===== src/bscd_pkg.sv =====
// Package for the button sequence code detector.
// Shared types, button codes, register indexes and reset values; no dependencies.
package bscd_pkg;

  localparam int unsigned MAX_SEQUENCE = 16;

  localparam int unsigned BUTTON_CODE_W = 3;
  localparam int unsigned FOUND_DATA_W  = 16;
  localparam int unsigned PROGRESS_W    = 5;
  localparam int unsigned CFG_DATA_W    = 32;
  localparam int unsigned CFG_INDEX_W   = 2;
  localparam int unsigned HELD_W        = 4;

  localparam logic [BUTTON_CODE_W-1:0] BTN_NONE  = 3'd0;
  localparam logic [BUTTON_CODE_W-1:0] BTN_A     = 3'd1;
  localparam logic [BUTTON_CODE_W-1:0] BTN_B     = 3'd2;
  localparam logic [BUTTON_CODE_W-1:0] BTN_X     = 3'd3;
  localparam logic [BUTTON_CODE_W-1:0] BTN_Y     = 3'd4;
  localparam logic [BUTTON_CODE_W-1:0] BTN_MULTI = 3'd5;

  typedef enum logic [CFG_INDEX_W-1:0] {
    REG_SEQUENCE_CODES  = 2'd0,
    REG_SEQUENCE_LENGTH = 2'd1,
    REG_IDLE_TIMEOUT    = 2'd2,
    REG_FOUND_VALUE     = 2'd3
  } cfg_reg_t;

  localparam logic [31:0] SEQUENCE_CODES_RST  = 32'd934992;
  localparam logic [4:0]  SEQUENCE_LENGTH_RST = 5'd10;
  localparam logic [15:0] IDLE_TIMEOUT_RST    = 16'd1000;
  localparam logic [15:0] FOUND_VALUE_RST     = 16'd1;

  typedef struct packed {
    logic [31:0] sequence_codes;
    logic [4:0]  sequence_length;
    logic [15:0] idle_timeout;
    logic [15:0] found_value;
  } cfg_t;

  typedef struct packed {
    logic                     valid;
    logic [BUTTON_CODE_W-1:0] button_code;
  } item_t;

endpackage


===== src/bscd_in_if.sv =====
// Input channel: one sampled button code per transaction.
// Depends on bscd_pkg.
interface bscd_in_if;
  import bscd_pkg::*;

  logic                     valid;
  logic                     ready;
  logic [BUTTON_CODE_W-1:0] button_code;

  modport source (output valid, output button_code, input ready);
  modport sink   (input valid, input button_code, output ready);
endinterface


===== src/bscd_out_if.sv =====
// Result channel: found flag, found value and progress per transaction.
// Depends on bscd_pkg.
interface bscd_out_if;
  import bscd_pkg::*;

  logic                    valid;
  logic                    ready;
  logic                    found;
  logic [FOUND_DATA_W-1:0] found_data;
  logic [PROGRESS_W-1:0]   progress;

  modport source (output valid, output found, output found_data, output progress, input ready);
  modport sink   (input valid, input found, input found_data, input progress, output ready);
endinterface


===== src/bscd_cfg_regs.sv =====
// Configuration register file of the button sequence code detector.
// Depends on bscd_pkg.
module bscd_cfg_regs (
  input  logic                               clk,
  input  logic                               rst,
  input  logic                               cfg_write_en,
  input  logic [bscd_pkg::CFG_INDEX_W-1:0]   cfg_index,
  input  logic [bscd_pkg::CFG_DATA_W-1:0]    cfg_data,
  output bscd_pkg::cfg_t                     cfg
);
  import bscd_pkg::*;

  always_ff @(posedge clk) begin
    if (rst) begin
      cfg.sequence_codes  <= SEQUENCE_CODES_RST;
      cfg.sequence_length <= SEQUENCE_LENGTH_RST;
      cfg.idle_timeout    <= IDLE_TIMEOUT_RST;
      cfg.found_value     <= FOUND_VALUE_RST;
    end else if (cfg_write_en) begin
      case (cfg_reg_t'(cfg_index))
        REG_SEQUENCE_CODES:  cfg.sequence_codes  <= cfg_data;
        REG_SEQUENCE_LENGTH: cfg.sequence_length <= cfg_data[4:0];
        REG_IDLE_TIMEOUT:    cfg.idle_timeout    <= cfg_data[15:0];
        REG_FOUND_VALUE:     cfg.found_value     <= cfg_data[15:0];
        default: ;
      endcase
    end
  end
endmodule


===== src/bscd_in_stage.sv =====
// Input register stage: captures one button code transaction.
// Depends on bscd_pkg and bscd_in_if.
module bscd_in_stage (
  input  logic           clk,
  input  logic           rst,
  bscd_in_if.sink        buttons,
  input  logic           advance,
  output bscd_pkg::item_t item
);
  import bscd_pkg::*;

  assign buttons.ready = !item.valid || advance;

  always_ff @(posedge clk) begin
    if (rst) begin
      item.valid <= 1'b0;
    end else if (buttons.ready) begin
      item.valid <= buttons.valid;
    end
  end

  always_ff @(posedge clk) begin
    if (buttons.valid && buttons.ready) begin
      item.button_code <= buttons.button_code;
    end
  end
endmodule


===== src/bscd_core.sv =====
// Match state, hold/idle tracking and result register.
// Depends on bscd_pkg and bscd_out_if.
module bscd_core #(
  parameter int unsigned MAX_SEQUENCE = bscd_pkg::MAX_SEQUENCE
) (
  input  logic            clk,
  input  logic            rst,
  input  bscd_pkg::cfg_t  cfg,
  input  bscd_pkg::item_t item,
  output logic            advance,
  bscd_out_if.source      result
);
  import bscd_pkg::*;

  logic [PROGRESS_W-1:0] match_index, match_index_next;
  logic [HELD_W-1:0]     held_flags, held_flags_next;
  logic [15:0]           idle_counter, idle_counter_next;
  logic                  found_next;

  logic [1:0]            entry;
  logic [HELD_W-1:0]     bit_sel;
  logic [3:0]            pos;
  logic [1:0]            want;
  logic [PROGRESS_W-1:0] step;
  logic [PROGRESS_W-1:0] eff_len;
  logic [15:0]           idle_base;

  assign advance = item.valid && (!result.valid || result.ready);

  always_comb begin
    if (cfg.sequence_length == '0) begin
      eff_len = PROGRESS_W'(1);
    end else if (cfg.sequence_length > PROGRESS_W'(MAX_SEQUENCE)) begin
      eff_len = PROGRESS_W'(MAX_SEQUENCE);
    end else begin
      eff_len = cfg.sequence_length;
    end
  end

  always_comb begin
    entry     = 2'(item.button_code - BTN_A);
    bit_sel   = HELD_W'(1) << entry;
    pos       = match_index[3:0];
    want      = cfg.sequence_codes[{pos, 1'b0} +: 2];
    step      = match_index + PROGRESS_W'(1);
    idle_base = (idle_counter == '0) ? cfg.idle_timeout : idle_counter;

    match_index_next  = match_index;
    held_flags_next   = held_flags;
    idle_counter_next = idle_counter;
    found_next        = 1'b0;

    case (item.button_code)
      BTN_NONE: begin
        if (idle_counter == '0) begin
          match_index_next = '0;
        end
        held_flags_next   = '0;
        idle_counter_next = idle_base - 16'd1;
      end
      BTN_A, BTN_B, BTN_X, BTN_Y: begin
        if ((held_flags & bit_sel) == '0) begin
          if (entry == want) begin
            if (step >= eff_len) begin
              found_next       = 1'b1;
              match_index_next = '0;
            end else begin
              match_index_next = step;
            end
          end else begin
            match_index_next = '0;
          end
        end
        held_flags_next   = found_next ? '0 : bit_sel;
        idle_counter_next = cfg.idle_timeout;
      end
      default: begin
        match_index_next  = '0;
        held_flags_next   = '0;
        idle_counter_next = cfg.idle_timeout;
      end
    endcase
  end

  always_ff @(posedge clk) begin
    if (rst) begin
      match_index  <= '0;
      held_flags   <= '0;
      idle_counter <= IDLE_TIMEOUT_RST;
      result.valid <= 1'b0;
    end else begin
      if (advance) begin
        match_index  <= match_index_next;
        held_flags   <= held_flags_next;
        idle_counter <= idle_counter_next;
      end
      if (!result.valid || result.ready) begin
        result.valid <= item.valid;
      end
    end
  end

  always_ff @(posedge clk) begin
    if (advance) begin
      result.found      <= found_next;
      result.found_data <= found_next ? cfg.found_value : '0;
      result.progress   <= match_index_next;
    end
  end
endmodule


===== src/button_sequence_code_detector.sv =====
// Button sequence code detector. Each transaction on buttons carries one sampled button
// code; every one yields exactly one transaction on result with found, found_data and
// progress. Throughput is one transaction per clock; codes pass the input register, then the
// match/hold/idle update into the result register. While the result sink stalls, the input
// register takes at most one more code and then holds buttons.ready low. Configuration
// is written through cfg_write_en/cfg_index/cfg_data while no transaction is in flight.
// Depends on bscd_pkg, bscd_in_if, bscd_out_if, bscd_cfg_regs, bscd_in_stage, bscd_core.
module button_sequence_code_detector #(
  parameter int unsigned MAX_SEQUENCE = bscd_pkg::MAX_SEQUENCE
) (
  input  logic                             clk,
  input  logic                             rst,
  bscd_in_if.sink                          buttons,
  bscd_out_if.source                       result,
  input  logic                             cfg_write_en,
  input  logic [bscd_pkg::CFG_INDEX_W-1:0] cfg_index,
  input  logic [bscd_pkg::CFG_DATA_W-1:0]  cfg_data
);
  import bscd_pkg::*;

  cfg_t  cfg;
  item_t item;
  logic  advance;

  bscd_cfg_regs u_cfg (
    .clk          (clk),
    .rst          (rst),
    .cfg_write_en (cfg_write_en),
    .cfg_index    (cfg_index),
    .cfg_data     (cfg_data),
    .cfg          (cfg)
  );

  bscd_in_stage u_in (
    .clk     (clk),
    .rst     (rst),
    .buttons (buttons),
    .advance (advance),
    .item    (item)
  );

  bscd_core #(
    .MAX_SEQUENCE (MAX_SEQUENCE)
  ) u_core (
    .clk     (clk),
    .rst     (rst),
    .cfg     (cfg),
    .item    (item),
    .advance (advance),
    .result  (result)
  );

  a_found_clears_progress: assert property (@(posedge clk) disable iff (rst)
    (result.valid && result.found) |-> (result.progress == '0))
    else $error("found with nonzero progress");

  a_no_data_without_found: assert property (@(posedge clk) disable iff (rst)
    (result.valid && !result.found) |-> (result.found_data == '0))
    else $error("found_data set without found");

  a_progress_bounded: assert property (@(posedge clk) disable iff (rst)
    result.valid |-> (result.progress < PROGRESS_W'(MAX_SEQUENCE)))
    else $error("progress out of range");

  a_accept_when_drained: assert property (@(posedge clk) disable iff (rst)
    (result.ready && $past(result.ready) && !rst && !$past(rst)) |-> buttons.ready)
    else $error("input stalled while result sink is ready");
endmodule

===== src/flat_wrapper.sv =====
// flat-port wrapper written by rule: the top's interface ports become plain ports
module button_sequence_code_detector_flat import bscd_pkg::*;
#(
  parameter int unsigned MAX_SEQUENCE = bscd_pkg::MAX_SEQUENCE
)
  (clk, rst, cfg_write_en, cfg_index, cfg_data, buttons_valid, buttons_button_code, buttons_ready, result_valid, result_found, result_found_data, result_progress, result_ready);
  bscd_in_if buttons_i ();
  bscd_out_if result_i ();
  input  logic clk;
  input  logic rst;
  input  logic cfg_write_en;
  input  logic [bscd_pkg::CFG_INDEX_W-1:0] cfg_index;
  input  logic [bscd_pkg::CFG_DATA_W-1:0] cfg_data;
  input wire logic [$bits(buttons_i.valid)-1:0] buttons_valid;
  input wire logic [$bits(buttons_i.button_code)-1:0] buttons_button_code;
  output wire logic [$bits(buttons_i.ready)-1:0] buttons_ready;
  output wire logic [$bits(result_i.valid)-1:0] result_valid;
  output wire logic [$bits(result_i.found)-1:0] result_found;
  output wire logic [$bits(result_i.found_data)-1:0] result_found_data;
  output wire logic [$bits(result_i.progress)-1:0] result_progress;
  input wire logic [$bits(result_i.ready)-1:0] result_ready;
  assign buttons_i.valid = buttons_valid;
  assign buttons_i.button_code = buttons_button_code;
  assign buttons_ready = buttons_i.ready;
  assign result_valid = result_i.valid;
  assign result_found = result_i.found;
  assign result_found_data = result_i.found_data;
  assign result_progress = result_i.progress;
  assign result_i.ready = result_ready;
  button_sequence_code_detector #(.MAX_SEQUENCE(MAX_SEQUENCE)) u_core (.clk(clk), .rst(rst), .buttons(buttons_i), .result(result_i), .cfg_write_en(cfg_write_en), .cfg_index(cfg_index), .cfg_data(cfg_data));
endmodule

===== config.mk =====
export PLATFORM = sky130hd
export DESIGN_NAME = button_sequence_code_detector_flat
export DESIGN_NICKNAME = d
export VERILOG_FILES = /design/src/bscd_pkg.sv /design/src/bscd_in_if.sv /design/src/bscd_out_if.sv /design/src/bscd_cfg_regs.sv /design/src/bscd_in_stage.sv /design/src/bscd_core.sv /design/src/button_sequence_code_detector.sv /design/src/flat_wrapper.sv
export SDC_FILE = /design/constraint.sdc
export NUM_CORES = 1
export LEC_CHECK = 0
export ABC_AREA = 1
export BUFFER_PORTS_ARGS = -buffer_cell sky130_fd_sc_hd__buf_2
export CAP_MARGIN = 20
export CORE_ASPECT_RATIO = 1.1
export CORE_UTILIZATION = 53
export CTS_CLUSTER_DIAMETER = 40
export DETAILED_ROUTE_END_ITERATION = 8
export PLACE_DENSITY = 0.76
export SYNTH_ARGS = -nofsm -noshare
export SYNTH_HDL_FRONTEND = slang
export SYNTH_SLANG_ARGS = --single-unit
export TNS_END_PERCENT = 100

===== constraint.sdc =====
create_clock -name clk -period 2.59 [get_ports clk]
set_input_delay 0.259 -clock clk [delete_from_list [all_inputs] [get_ports clk]]
set_output_delay 0.259 -clock clk [all_outputs]
set_load 0.02 [all_outputs]

Word-level counts from Yosys, hierarchy flattened
Cells that the tools add are included.
- $add $sub $neg: 3
- magnitude comparators: 2
- equal/unequal tests: 8
- shifts and indexed selects: 2
- mux-type cells: 16
- bitwise gates (word level): 1
- reduce and logical (&&, ||, !) cells: 16
- operators by type and width (operator ; number):
    $mux W16 ; 2
    $shiftx A32 B6 Y2 ; 1
    $mux W5 ; 6
    $logic_not A16 Y1 ; 1
    $sub A16 B1 Y16 const B ; 1
    $pmux W5 S2 ; 1
    $mux W4 ; 2
    $reduce_and A2 Y1 ; 4
    $eq A3 B2 Y1 const B ; 2
    $add A5 B1 Y5 const B ; 1
    $ge A5 B5 Y1 ; 1
    $gt A5 B5 Y1 const B ; 1
    $logic_not A5 Y1 ; 1
    $mux W1 ; 5
    $and A4 B4 Y4 ; 1
    $eq A2 B2 Y1 const B ; 2
    $logic_not A4 Y1 ; 1
    $reduce_or A4 Y1 ; 1
    $shl A1 B2 Y4 const A ; 1
    $eq A3 B1 Y1 const B ; 1
    $eq A3 B3 Y1 const B ; 1
    $logic_not A3 Y1 ; 1
    $eq A2 B1 Y1 const B ; 1
    $eq A2 B2 Y1 ; 1
    5 further kinds ; 8
- register bits: 121
- bits of input ports: 42
- output and inout bits: 24
- word-level logic and storage cells: 61

Depth between registers and ports, before layout
Gate-level depths: netlist of the first run.
- depth in word-level cells: 10
- gate-level depth with buffers: 17

Cells and area by module
A second synthesis of the first run with hierarchy kept.
- cells, all modules: 979
- area total of the unflattened synthesis: 6676.4 um^2
- modules (own cells, without submodules) (module ; instances ; cells an instance ; area an instance (um^2) ; sequential area each (um^2)):
    bscd_core ; 1 ; 552 ; 3652.3 ; 1181.1
    bscd_cfg_regs ; 1 ; 418 ; 2886.5 ; 1381.3
    bscd_in_stage ; 1 ; 9 ; 137.6 ; 110.1

Worst setup path before layout of the first run
No wires, ideal clock.
- path kind: reg-to-reg
- start: reg u_core.u_core.match_index[0]
- end: reg u_core.u_core.result.found_data[10], data pin
- setup time: 0.133 ns
- arrival time: 2.353 ns
- required time: 2.457 ns
- path slack: 0.103 ns
- stages on the path, launching flop included: 16
- period minus slack after synthesis: 2.487 ns
- cells stage by stage: dfxtp_1 > ha_1 > nand2_1 > inv_1 > nand2_1 > xor2_1 > inv_1 > ha_1 > nand4_1 > or2_2 > nand4_1 > nand4_4 > inv_2 > nand2_4 > buf_12 > nor2_4
- cells in the longest elaborated chain, start to end: 7
- ends and longest elaborated chain (item ; RTL line ; RTL):
    start, declared ; bscd_core.sv:15 ; logic [PROGRESS_W-1:0] match_index, match_index_next;
    start signal, assigned ; bscd_core.sv:93 ; match_index <= match_index_next;
    $add A5 B1 Y5 ; bscd_core.sv:45 ; step = match_index + PROGRESS_W'(1);
    $ge A5 B5 Y1 ; bscd_core.sv:64 ; if (step >= eff_len) begin
    $mux W1 ; bscd_core.sv:64 ;
    $mux W1 * ; bscd_core.sv:63 ; if (entry == want) begin
    $mux W1 * ; bscd_core.sv:62 ; if ((held_flags & bit_sel) == '0) begin
    $mux W1 * (2 in series) ; bscd_core.sv:53 ; case (item.button_code)
    end signal, assigned ; bscd_core.sv:106 ; result.found_data <= found_next ? cfg.found_value : '0;
    end, declared ; bscd_out_if.sv:12 ; modport source (output valid, output found, output found_data, output progress, input ready);
Every way passes the cells marked *; elsewhere a longest branch is shown, timed or not. The select of a mux whose other input is x is not followed.
A chain may end at the register's enable or synchronous reset.

Worst setup path in the final report of the first run
- start: reg u_core.u_core.match_index[0]
- end: reg u_core.u_core.result.found_data[4], data pin
Same word-level chain as after synthesis.

==> impl_metrics.py, run 1 <==
metrics = {
    "power": {
        "pwr_density_cell_mw_per_mm2": 709,
        "report.power.total_uw": 5130,
        "static-leakage-power_uw": 0.00320,
        "ir_drop_uv": 411,
    },
    "sta": {
        "max_freq_mhz": 406,
        "min_period_ns": 2.46,
        "timing_max_transition_violations_final": 0,
        "setup_violations": 0,
        "finClkSkew_ns": 0.00707,
        "hold_ws_ns": 0.0151,
        "slew-limit-headroom_pct": 50.7,
        "tightestPinTransition_ns": 0.738,
        "final_hold_viol_count": 0,
        "post-route-period-util_pct": 95.1,
    },
    "critical_path": {
        "timing.critical_path.required_ns": 2.86,
        "worst_r2r_path_depth": 16,
        "cp-start-kind": "register",
        "setup.worst_path.class": "reg2reg",
        "crit-reg2reg-capture": "u_core.u_core.result.found_data[4]",
        "rrSetupSlack_ns": 0.13,
        "critPathLaunch": "u_core.u_core.match_index[0]",
        "worstReg2RegStart": "u_core.u_core.match_index[0]",
        "critical_path_arrival_ns": 2.74,
        "max_fo_critical_path": 12,
        "crit_path_end_kind": "register",
        "setup.worst_path.end": "u_core.u_core.result.found_data[4]",
    },
    "floorplan": {
        "die-area_sq_mm": 0.0119,
        "row_count": 40,
        "die_h_um": 114,
        "die_w_um": 104,
        "core-area_sq_mm": 0.0110,
        "initial_utilization_pct": 55.0,
        "ios": 66,
    },
    "hold_path": {
        "worst_hold_path_type": "in2reg",
    },
    "logic_synthesis": {
        "yosys_register_bits": 121,
        "synth-adder-area-share_pct": 2.69,
        "post_synth_main_area_contributors": "sky130_fd_sc_hd__dfxtp_1 (32%), sky130_fd_sc_hd__edfxtp_1 (12%), sky130_fd_sc_hd__nand2_1 (10%)",
        "post-synth-top-area-cell": "sky130_fd_sc_hd__dfxtp_1",
        "post_synthesis_cells": 825,
        "synth.cell_area_sq_mm": 0.00605,
        "postSynth.asyncResetShare_pct": 0,
        "synth_top_flop_cell": "sky130_fd_sc_hd__dfxtp_1",
        "complex_gate_fraction_of_the_synthesized_area_pct": 14.6,
        "synth_top_family_by_area": "simple AND/OR/NAND/NOR gates",
        "number_of_flops_mapped_to_enable_cells_by_yosys": 25,
        "muxShareOfSynthArea_pct": 0,
        "yosys_warnings": 0,
        "post_synth.cell_area_avg_sq_um": 7.34,
        "synth_top_cell_area_share_pct": 31.8,
        "yosys.area_share.xor_xnor_pct": 0.868,
        "simple_logic_cell_fraction_of_the_synthesized_area_pct": 27.8,
        "synth.distinct_cells": 38,
        "synth_nets": 880,
        "synth_sequential_area_ratio_pct": 44.2,
    },
    "layout": {
        "area_delta_synth_final_pct": 19.5,
        "multi_input_comb_area_sq_mm": 0.00285,
        "antenna-diode-count": 0,
        "nNetsFinal": 946,
        "ff_latch_area_sq_mm": 0.00268,
        "layout.cells.non_filler": 1051,
        "fillers": 962,
        "final_standard_cell_area_without_fillers_sq_mm": 0.00723,
        "layout_cells_sized_above_1_pct": 17.5,
    },
    "job": {
        "maxCapViolations": 0,
    },
    "cts": {
        "cts-buffers-inserted": 17,
        "clkLatencyLatePin_ns": 0.42,
        "clockRootBuffer": "sky130_fd_sc_hd__clkbuf_16",
        "clkTransAtPathRegs_ns": 0.06,
        "clock_tree.buffer_depth": 2,
        "clock_sinks": 121,
        "cts_tree": "built",
        "ctsHtreeMaxLevel": 4,
    },
    "global_route": {
        "largest_net_degree_at_the_start_of_global_routing": 71,
        "grt_pass1_wl_um": 23600,
        "grt_antenna_before_repair": 0,
        "grt_use_total_pct": 25.4,
        "grt_ovf": 0,
        "first_global_vias": 4983,
    },
    "routing": {
        "detail_route.first_pass.iterations": 5,
        "via_per_inst": 5.23,
        "detail-route-antenna-nets": 0,
        "dr_total_vias": 5497,
        "drc_errors": 0,
        "route.detailed.wl_per_inst_um": 13.8,
        "drt_iter0_drc": 447,
        "wl_um": 14500,
    },
    "placed_design": {
        "post-dp-hpwl_um": 9640,
        "place_area_sq_mm": 0.00654,
        "place.detailed.instances": 1017,
        "routabilityCongestion": 0.900,
        "io_buffer_count": 65,
    },
    "outcome": {
        "outcome": "finished, final reports clean",
    },
}
-- metrics by stage --
| stage | util, % | setup TNS (ns) | setup slack [ns] |
|---|---|---|---|
| floorplan | - | 0 | 0.103 |
| global placement | 59.4 | 0 | 0.131 |
| detailed placement | 59.4 | 0 | 0.0347 |
| CTS | 64.8 | 0 | 0.0147 |
| global route | 65.7 | -0.00159 | -0.00159 |
| finish | 65.7 | 0 | 0.128 |
-- worst min path at each step --
| stage | slack, ns | endpoint | from | cells past startpoint |
|---|---|---|---|---|
| after floorplan | 0.36 | u_core.u_in.item[0] | buttons_button_code[0] | 0 |
| after global placement | 0.44 | u_core.u_in.item[2] | buttons_button_code[2] | 1 |
| after detailed placement | 0.44 | u_core.u_in.item[1] | buttons_button_code[1] | 1 |
| after CTS | 0.007 | u_core.u_in.item[1] | buttons_button_code[1] | 1 |
| after global routing | 0.007 | u_core.u_in.item[2] | buttons_button_code[2] | 1 |
| final | 0.02 | u_core.u_in.item[1] | buttons_button_code[1] | 1 |
-- per-layer routing --
metal / wire length [um] / GRT usage [%]
met2: 6770 / 40.9
met5: 0 / 0
met3: 729 / 5.24
met4: 316 / 10.7
met1: 6680 / 33.3
-- registers in the layout, summed over array words and instances (netlist names) --
name / flops
u_core.u_core.held_flags: 4
u_core.u_core.result.valid: 1
u_core.u_in.item: 4
u_core.u_core.result.progress: 5
u_core.u_core.idle_counter: 16
u_core.u_core.result.found: 1
u_core.u_core.match_index: 5
u_core.u_cfg.cfg: 69
u_core.u_core.result.found_data: 16
-- cells in the mapped netlist (5+ instances only) --
| master | count |
|---|---|
| sky130_fd_sc_hd__a21oi_1 | 77 |
| sky130_fd_sc_hd__nand2_1 | 168 |
| sky130_fd_sc_hd__edfxtp_1 | 25 |
| sky130_fd_sc_hd__nor2_4 | 10 |
| sky130_fd_sc_hd__o211ai_1 | 13 |
| sky130_fd_sc_hd__xor2_1 | 6 |
| sky130_fd_sc_hd__clkbuf_1 | 26 |
| sky130_fd_sc_hd__dfxtp_1 | 96 |
| sky130_fd_sc_hd__buf_2 | 5 |
| sky130_fd_sc_hd__nor2_1 | 97 |
| sky130_fd_sc_hd__o21ai_0 | 64 |
| sky130_fd_sc_hd__nand3_1 | 73 |
| sky130_fd_sc_hd__o21ai_1 | 5 |
| sky130_fd_sc_hd__inv_1 | 99 |
| sky130_fd_sc_hd__ha_1 | 13 |
-- placed cells by master, fill, tap and decap left out, drive strengths merged, types with 7 or more instances in the layout --
master  count
edfxtp     25
nand2     173
a21oi      77
clkinv      7
nand3      76
dfxtp      96
buf        86
clkbuf     18
nor2      109
inv       106
ha         13
o211ai     13
o21ai      69
-- worst max-delay path: stages, from the launching register on --
cell and delay, ns:
sky130_fd_sc_hd__dfxtp_4 0.36, sky130_fd_sc_hd__ha_4 0.16, sky130_fd_sc_hd__nand2_1 0.07, sky130_fd_sc_hd__inv_2 0.04, sky130_fd_sc_hd__nand2_2 0.07, sky130_fd_sc_hd__xor2_2 0.20, sky130_fd_sc_hd__inv_2 0.07, sky130_fd_sc_hd__ha_4 0.29
sky130_fd_sc_hd__nand4_1 0.09, sky130_fd_sc_hd__or2_4 0.23, sky130_fd_sc_hd__nand4_1 0.10, sky130_fd_sc_hd__buf_4 0.14, sky130_fd_sc_hd__nand4_4 0.10, sky130_fd_sc_hd__inv_2 0.08, sky130_fd_sc_hd__nand2_4 0.06, sky130_fd_sc_hd__buf_12 0.17
sky130_fd_sc_hd__nor2_1 0.10
-- where the power goes --
part	total (uW)	switching [uW]	leakage, uW	internal, uW
Sequential	2070	50.7	0.00102	2020
Combinational	656	426	0.00189	230
Clock	2400	883	0.000283	1520
-- cell type report --
| type | instances | area share [%] |
|---|---|---|
| Multi-Input combinational cell | 559 | 39.3 |
| Sequential cell | 121 | 37.0 |
| Timing Repair Buffer | 86 | 7.20 |
| Clock buffer | 18 | 5.94 |
| Inverter | 106 | 5.52 |
| Tap cell | 147 | 2.54 |
| Clock inverter | 14 | 2.41 |
-- logic make-up after synthesis --
group           count (synthesis)
simple gates                  374
fa+ha+maj                      13
buf+inv                       145
compound gates                166
flops                         121
xor+xnor                        6
-- repair_timing --
| item | in CTS | in global routing |
|---|---|---|
| gates resized for setup | 0 | 19 |
| setup buffers | 0 | 2 |
| hold buffers | 0 | 0 |
| setup endpoints to repair | 0 | 27 |
Note: power is estimated with default switching activity, not from simulation.
==> run 2: changes to the inputs <==
--- a/config.mk
+++ b/config.mk
@@ -9,11 +9,12 @@
 export BUFFER_PORTS_ARGS = -buffer_cell sky130_fd_sc_hd__buf_2
 export CAP_MARGIN = 20
 export CORE_ASPECT_RATIO = 1.1
-export CORE_UTILIZATION = 53
+export CORE_UTILIZATION = 54
 export CTS_CLUSTER_DIAMETER = 40
 export DETAILED_ROUTE_END_ITERATION = 8
-export PLACE_DENSITY = 0.76
+export PLACE_DENSITY = 0.77
 export SYNTH_ARGS = -nofsm -noshare
 export SYNTH_HDL_FRONTEND = slang
+export SYNTH_HIERARCHICAL = 1
 export SYNTH_SLANG_ARGS = --single-unit
 export TNS_END_PERCENT = 100
==> run 2 against run 1 <==
Compared with the run above:
- maximum frequency shrank 3.2%
- combinational power is 25% higher
- sequential cell count unchanged
- critical path type unchanged
- largest power group unchanged
==> impl_metrics.py, run 2 <==
metrics = {
    "outcome": {
        "outcome": "finished, final reports clean",
    },
    "hold_path": {
        "worst_hold_path.num_cells": 1,
        "worstHoldEndpoint": "u_core/u_in/item[1]",
        "hold_path.startpoint": "buttons_button_code[1]",
        "worst_hold_path_type": "in2reg",
    },
    "critical_path": {
        "worst_r2r_path_depth": 13,
        "cp_top_family": "simple AND/OR/NAND/NOR gates",
        "setup.worst_path.class": "reg2reg",
        "worstPathBufferInverterCount": 3,
        "crit_path_top_delay_cell": "sky130_fd_sc_hd__or4_4",
        "cp-start-kind": "register",
        "timing.critical_path.required_ns": 2.77,
        "worstReg2RegStart": "u_core/u_cfg/cfg[35]",
        "crit_path_frequent_cell": "sky130_fd_sc_hd__nand2_4",
        "crit_path_end_kind": "register",
        "max_fo_critical_path": 8,
        "rrSetupSlack_ns": 0.05,
        "crit-reg2reg-capture": "u_core/u_core/result.found_data[12]",
        "critical_path_arrival_ns": 2.72,
        "slowest_delay_ns": 0.56,
        "cp_cell_sequence": "or4_4, nand2_4, nand2_4, ha_4, a21oi_2, nand3b_1, nand4_1, buf_4, nand4_4, inv_2, nand2_4, clkbuf_16, nor2_4",
    },
    "routing": {
        "met2_length_um": 7720,
        "routed.top_layer": "met4",
        "drt_iter0_drc": 447,
        "route.detailed.wl_per_inst_um": 13.1,
        "route.met3.wl_um": 813,
        "dr_total_vias": 6231,
        "drc_errors": 0,
        "wl_um": 15900,
        "via_per_inst": 5.14,
        "route.layer.met1.wl_um": 7030,
        "detail-route-antenna-nets": 0,
        "detail_route.first_pass.iterations": 5,
    },
    "sta": {
        "min_period_ns": 2.54,
        "setup_violations": 0,
        "timing_max_transition_violations_final": 0,
        "final_hold_viol_count": 0,
        "slew-limit-headroom_pct": 59.4,
        "hold_ws_ns": 0.0201,
        "max_freq_mhz": 393,
        "post-route-period-util_pct": 98.2,
        "finClkSkew_ns": 0.00827,
        "tightestPinTransition_ns": 0.608,
    },
    "global_route": {
        "grt_ovf": 0,
        "grt_pass1_wl_um": 26200,
        "grt_use_total_pct": 26.2,
        "largest_net_degree_at_the_start_of_global_routing": 63,
        "grt_antenna_before_repair": 0,
        "first_global_vias": 5566,
    },
    "layout": {
        "layout_cells_sized_above_1_pct": 16.9,
        "layout.cells.non_filler": 1212,
        "antenna-diode-count": 0,
        "area_delta_synth_final_pct": 18.3,
        "largest_reg_flops": 69,
        "nNetsFinal": 1100,
        "final_common_cell": "sky130_fd_sc_hd__nand2_1",
        "biggestRegsByFlops": "u_core/u_cfg/cfg x69, u_core/u_core/idle_counter x16, u_core/u_core/result.found_data x16",
        "max_flop_register": "u_core/u_cfg/cfg",
        "fillers": 1065,
        "layout_common_cells": "sky130_fd_sc_hd__nand2_1 (247), sky130_fd_sc_hd__nor2_1 (146), sky130_fd_sc_hd__inv_1 (132)",
    },
    "logic_synthesis": {
        "synth.distinct_cells": 40,
        "yosys_warnings": 6,
        "synth_top_cell_area_share_pct": 28.8,
        "synth.cell_area_sq_mm": 0.00668,
        "simple_logic_cell_fraction_of_the_synthesized_area_pct": 37.6,
        "post_synth.cell_area_avg_sq_um": 6.82,
        "post_synth_main_area_contributors": "sky130_fd_sc_hd__dfxtp_1 (29%), sky130_fd_sc_hd__nand2_1 (14%), sky130_fd_sc_hd__edfxtp_1 (11%)",
        "synth_top_flop_cell": "sky130_fd_sc_hd__dfxtp_1",
        "synth_sequential_area_ratio_pct": 40.0,
        "yosysMostFrequentCell": "sky130_fd_sc_hd__nand2_1",
        "synth_top_family_by_area": "simple AND/OR/NAND/NOR gates",
        "muxShareOfSynthArea_pct": 0,
        "synth-adder-area-share_pct": 2.44,
        "yosys.area_share.xor_xnor_pct": 0.787,
        "post-synth-top-area-cell": "sky130_fd_sc_hd__dfxtp_1",
        "post_synthesis_cells": 979,
        "yosys-top-cells-count": "sky130_fd_sc_hd__nand2_1 (251), sky130_fd_sc_hd__nor2_1 (152), sky130_fd_sc_hd__inv_1 (132)",
        "number_of_flops_mapped_to_enable_cells_by_yosys": 25,
        "postSynth.asyncResetShare_pct": 0,
        "synth_nets": 1034,
        "yosys_register_bits": 121,
        "complex_gate_fraction_of_the_synthesized_area_pct": 6.88,
    },
    "placed_design": {
        "place.detailed.instances": 1174,
        "routabilityCongestion": 0.921,
        "post-dp-hpwl_um": 10400,
        "io_buffer_count": 65,
    },
    "floorplan": {
        "core-area_sq_mm": 0.0120,
        "die_h_um": 119,
        "die-area_sq_mm": 0.0128,
        "die_w_um": 108,
        "row_count": 42,
        "ios": 66,
        "initial_utilization_pct": 55.5,
    },
    "cts": {
        "clock_tree.buffer_depth": 2,
        "clockRootBuffer": "sky130_fd_sc_hd__clkbuf_16",
        "cts-buffers-inserted": 17,
        "clkLatencyLatePin_ns": 0.42,
        "clock_sinks": 121,
        "ctsHtreeMaxLevel": 4,
        "cts_tree": "built",
        "clkTransAtPathRegs_ns": 0.06,
    },
    "power": {
        "ir_drop_uv": 466,
        "static-leakage-power_uw": 0.00381,
        "pwr_density_cell_mw_per_mm2": 675,
    },
    "job": {
        "maxCapViolations": 0,
    },
}
-- run 2: cell count changes in the layout (fill, tap and decap cells not counted), moves of 7 or more --
| cell | delta |
|---|---|
| sky130_fd_sc_hd__o21ai_0 | -55 |
| sky130_fd_sc_hd__inv_1 | +35 |
| sky130_fd_sc_hd__buf_4 | +7 |
| sky130_fd_sc_hd__o211ai_1 | -12 |
| sky130_fd_sc_hd__nor2_1 | +49 |
| sky130_fd_sc_hd__nand3_1 | +36 |
| sky130_fd_sc_hd__nand4_1 | +8 |
| sky130_fd_sc_hd__a21oi_1 | -16 |
| sky130_fd_sc_hd__nand2_1 | +82 |
-- run 2: final cells by class --
| type | count | area [sq um] | share of cell area [%] |
|---|---|---|---|
| clock inverter | 14 | 173 | 2.19 |
| timing repair buffer | 95 | 608 | 7.70 |
| multi-input combinational | 669 | 3290 | 41.7 |
| inverter | 141 | 531 | 6.72 |
| sequential | 121 | 2680 | 33.9 |
| clock buffer | 18 | 429 | 5.43 |
| tap | 154 | 193 | 2.44 |
-- run 2: cells by family (layout without fill, tap and decap cells) --
| family | count (synthesis) | in the layout |
|---|---|---|
| AO/OA/AOI/OAI | 86 | 86 |
| XOR/XNOR | 6 | 6 |
| adder cells (fa/ha/maj) | 13 | 13 |
| buffers and inverters | 189 | 268 |
| flip-flops | 121 | 121 |
| AND/OR/NAND/NOR | 564 | 564 |
-- run 2: metrics by stage --
| stage | util [%] | cell area [sq um] | total power, uW | worst slack, ns | TNS (ns) |
|---|---|---|---|---|---|
| final | 65.6 | 7900 | 5330 | 0.0457 | 0 |
| after floorplan | - | 6680 | 2690 | 0.0425 | 0 |
| after CTS | 64.4 | 7740 | 5310 | 0.00800 | 0 |
| after detailed placement | 59.2 | 7120 | 2890 | 0.0262 | 0 |
| after global routing | 65.6 | 7900 | 5550 | -0.0810 | -0.747 |
| after global placement | 59.2 | 7120 | 2880 | 0.0874 | 0 |
-- run 2: worst max path at each step --
stage	start	end	slack, ns	cells after the start
after CTS	u_core/u_cfg/cfg[32]	u_core/u_core/result.progress[0]	0.008	13
after global routing	u_core/u_cfg/cfg[35]	u_core/u_core/match_index[0]	-0.08	15
after floorplan	u_core/u_core/match_index[0]	u_core/u_core/result.found_data[10]	0.04	15
after global placement	u_core/u_cfg/cfg[32]	u_core/u_core/match_index[0]	0.09	15
final	u_core/u_cfg/cfg[35]	u_core/u_core/result.found_data[12]	0.05	13
after detailed placement	u_core/u_cfg/cfg[32]	u_core/u_core/result.progress[0]	0.03	13
-- run 2: repair_timing --
item / CTS / global route
gates resized for setup: 1 / 22
hold endpoints to repair: 1 / 0
cloned: 0 / 1
hold buffers: 1 / 0
endpoints found under the setup margin: 5 / 27
setup buffers: 0 / 4
pin swaps: 2 / 8
-- run 2: layer usage --
metal | GRT usage (%) | vias up
li1 | - | 3197
met1 | 34.6 | 2857
met2 | 41.6 | 156
met3 | 5.68 | 21
met4 | 9.76 | 0
met5 | 0 | -
-- run 2: where the power goes --
group / leakage (uW) / switching [uW] / internal [uW]
Combinational: 0.00251 / 527 / 293
Clock: 0.000269 / 897 / 1510
Sequential: 0.00103 / 63.8 / 2030
Total: 0.00381 / 1490 / 3840
==> run 3: changes to the inputs <==
--- a/config.mk
+++ b/config.mk
@@ -13,6 +13,7 @@
 export CTS_CLUSTER_DIAMETER = 40
 export DETAILED_ROUTE_END_ITERATION = 8
 export PLACE_DENSITY = 0.77
+export SETUP_SLACK_MARGIN = 0.5
 export SYNTH_ARGS = -nofsm -noshare
 export SYNTH_HDL_FRONTEND = slang
 export SYNTH_HIERARCHICAL = 1
==> run 3 against run 2 <==
Compared with the run above:
- the flow now finishes with violations (setup timing)
- worst hold slack better by 0.0014 ns
- via count up 2.6%
- combinational power up 8.5%
- cell count up 0.66%
- cell area up 2.6%
- sequential share of layout area down 0.72 points
- critical path depth unchanged
- global-route usage up 0.31 points
- clock power about the same
- register-to-register slack worse by 0.17 ns
- critical endpoint is now u_core/u_core/result.found_data[5]
- highest routed layer unchanged
==> impl_metrics.py, run 3 (synthesis gave the netlist of run 2 again) <==
metrics = {
    "outcome": {
        "outcome": "complete, but fails checks",
        "failed_checks": "setup timing",
    },
    "placed_design": {
        "post-dp-hpwl_um": 10800,
        "routabilityCongestion": 0.889,
        "io_buffer_count": 65,
        "dp_slack_ns": 0.00380,
        "place_area_sq_mm": 0.00718,
        "place.detailed.instances": 1175,
    },
    "routing": {
        "dr_total_vias": 6396,
        "route.detailed.wl_per_inst_um": 13.9,
        "via_per_inst": 5.24,
        "drt_iter0_drc": 446,
        "detail-route-antenna-nets": 0,
        "drc_errors": 0,
        "detail_route.first_pass.iterations": 5,
        "wl_um": 16900,
    },
    "critical_path": {
        "setup.worst_path.class": "reg2reg",
        "crit_path_top_delay_cell": "sky130_fd_sc_hd__or4_4",
        "cp-start-kind": "register",
        "cp_cell_sequence": "or4_4, o21ai_0, ha_1, nand2_1, inv_1, nand4_1, nand4_1, buf_4, nand4_4, clkinv_4, nand2_8, buf_4, nor2_4",
        "critical_path_arrival_ns": 2.89,
        "worstPathBufferInverterCount": 4,
        "max_fo_critical_path": 6,
        "cp_top_family": "simple AND/OR/NAND/NOR gates",
        "crit_path_end_kind": "register",
        "slowest_delay_ns": 0.56,
        "timing.critical_path.required_ns": 2.76,
    },
    "cts": {
        "ctsHtreeMaxLevel": 4,
        "clock_tree.buffer_depth": 2,
        "clockRootBuffer": "sky130_fd_sc_hd__clkbuf_16",
        "cts_tree": "built",
        "clkLatencyLatePin_ns": 0.42,
        "clock_sinks": 121,
        "hold_buffers": 0,
        "clkTransAtPathRegs_ns": 0.06,
        "cts-buffers-inserted": 17,
    },
    "sta": {
        "fin_ws_ns": -0.125,
        "finClkSkew_ns": 0.0122,
        "min_period_ns": 2.72,
        "setup_violations": 22,
        "timing_max_transition_violations_final": 0,
        "final_hold_viol_count": 0,
        "tightestPinTransition_ns": 0.651,
        "post-route-period-util_pct": 105,
        "max_freq_mhz": 368,
        "grt_setup_unrepaired": "yes",
        "hold_ws_ns": 0.0215,
        "slew-limit-headroom_pct": 56.6,
    },
    "hold_path": {
        "worst_hold_path_type": "in2reg",
    },
    "global_route": {
        "largest_net_degree_at_the_start_of_global_routing": 42,
        "grt_pass1_wl_um": 26600,
        "grt_antenna_before_repair": 0,
        "grt_use_total_pct": 26.5,
        "grt_ovf": 0,
        "first_global_vias": 5663,
    },
    "layout": {
        "area_delta_synth_final_pct": 21.3,
        "final_standard_cell_area_without_fillers_sq_mm": 0.00810,
        "biggestRegsByFlops": "u_core/u_cfg/cfg x69, u_core/u_core/idle_counter x16, u_core/u_core/result.found_data x16",
        "nNetsFinal": 1108,
        "layout_cells_sized_above_1_pct": 20.2,
        "largest_reg_flops": 69,
        "max_flop_register": "u_core/u_cfg/cfg",
        "layout_common_cells": "sky130_fd_sc_hd__nand2_1 (242), sky130_fd_sc_hd__nor2_1 (140), sky130_fd_sc_hd__inv_1 (130)",
        "antenna-diode-count": 0,
        "layout.cells.non_filler": 1220,
        "final_common_cell": "sky130_fd_sc_hd__nand2_1",
    },
    "floorplan": {
        "row_count": 42,
        "die_w_um": 108,
        "ios": 66,
        "die-area_sq_mm": 0.0128,
        "die_h_um": 119,
        "core-area_sq_mm": 0.0120,
        "initial_utilization_pct": 55.5,
    },
    "power": {
        "ir_drop_uv": 468,
        "pwr_density_cell_mw_per_mm2": 665,
        "static-leakage-power_uw": 0.00387,
        "report.power.total_uw": 5380,
    },
    "job": {
        "maxCapViolations": 0,
    },
}
-- run 3: changes by cell type in the layout (fill, tap and decap cells not counted), sizes merged --
cell | previous run | this run
buf | 93 | 102
clkbuf | 19 | 17
clkinv | 3 | 8
clkinvlp | 7 | 4
dlygate4sd3 | 1 | 0
inv | 142 | 141
nand2 | 257 | 258
-- run 3: worst paths after layout --
| path | start | endpoint | slack [ns] | cells after the start |
|---|---|---|---|---|
| setup / recovery | u_core/u_cfg/cfg[33] | u_core/u_core/result.found_data[5] | -0.13 | 13 |
| hold / removal | buttons_button_code[0] | u_core/u_in/item[0] | 0.02 | 1 |
| setup reg to reg | u_core/u_cfg/cfg[33] | u_core/u_core/result.found_data[5] | -0.13 | 13 |
| hold reg to reg | u_core/u_cfg/cfg[54] | u_core/u_cfg/cfg[54] | 0.45 | 2 |
-- run 3: repair_timing --
action | CTS | global route
endpoints found under the setup margin | 37 | 40
setup buffers | 4 | 8
gates cloned | 0 | 1
pin swaps | 5 | 34
gates resized for setup | 13 | 45
-- run 3: final cells by class --
class | count | area, sq um
sequential | 121 | 2690
timing repair buffer | 102 | 672
multi-input combinational | 670 | 3410
clock inverter | 15 | 174
tap | 154 | 193
inverter | 141 | 538
clock buffer | 17 | 425
fill | 1061 | 3940
-- run 3: worst register-to-register path: stages (launching register included) --
cell and delay (ns):
sky130_fd_sc_hd__dfxtp_2 0.33, sky130_fd_sc_hd__or4_4 0.56, sky130_fd_sc_hd__o21ai_0 0.25, sky130_fd_sc_hd__ha_1 0.29, sky130_fd_sc_hd__nand2_1 0.08, sky130_fd_sc_hd__inv_1 0.04, sky130_fd_sc_hd__nand4_1 0.06, sky130_fd_sc_hd__nand4_1 0.19
sky130_fd_sc_hd__buf_4 0.20, sky130_fd_sc_hd__nand4_4 0.07, sky130_fd_sc_hd__clkinv_4 0.11, sky130_fd_sc_hd__nand2_8 0.13, sky130_fd_sc_hd__buf_4 0.15, sky130_fd_sc_hd__nor2_4 0.03
-- run 3: power breakdown --
group / total (uW) / internal (uW) / switching [uW] / leakage, uW
clock network: 2390 / 1510 / 881 / 0.000283
registers: 2100 / 2030 / 66.8 / 0.00103
logic: 891 / 321 / 570 / 0.00256
total: 5380 / 3870 / 1520 / 0.00387
-- run 3: layer usage --
layer | up-vias | global-route usage, % | share of wire [%] | wire length [um]
met2 | 221 | 42.3 | 48 | 8070
met1 | 2920 | 35.3 | 43 | 7330
met4 | 0 | 9.33 | 2.7 | 465
met3 | 31 | 5.35 | 6.3 | 1080
met5 | - | 0 | 0 | 0
li1 | 3224 | - | - | -
-- run 3: through the flow --
stage | util, % | setup TNS (ns)
after CTS | 65.3 | 0
after global routing | 67.3 | -3.14
after floorplan | - | 0
final | 67.3 | -1.53
after detailed placement | 59.6 | 0
after global placement | 59.6 | 0
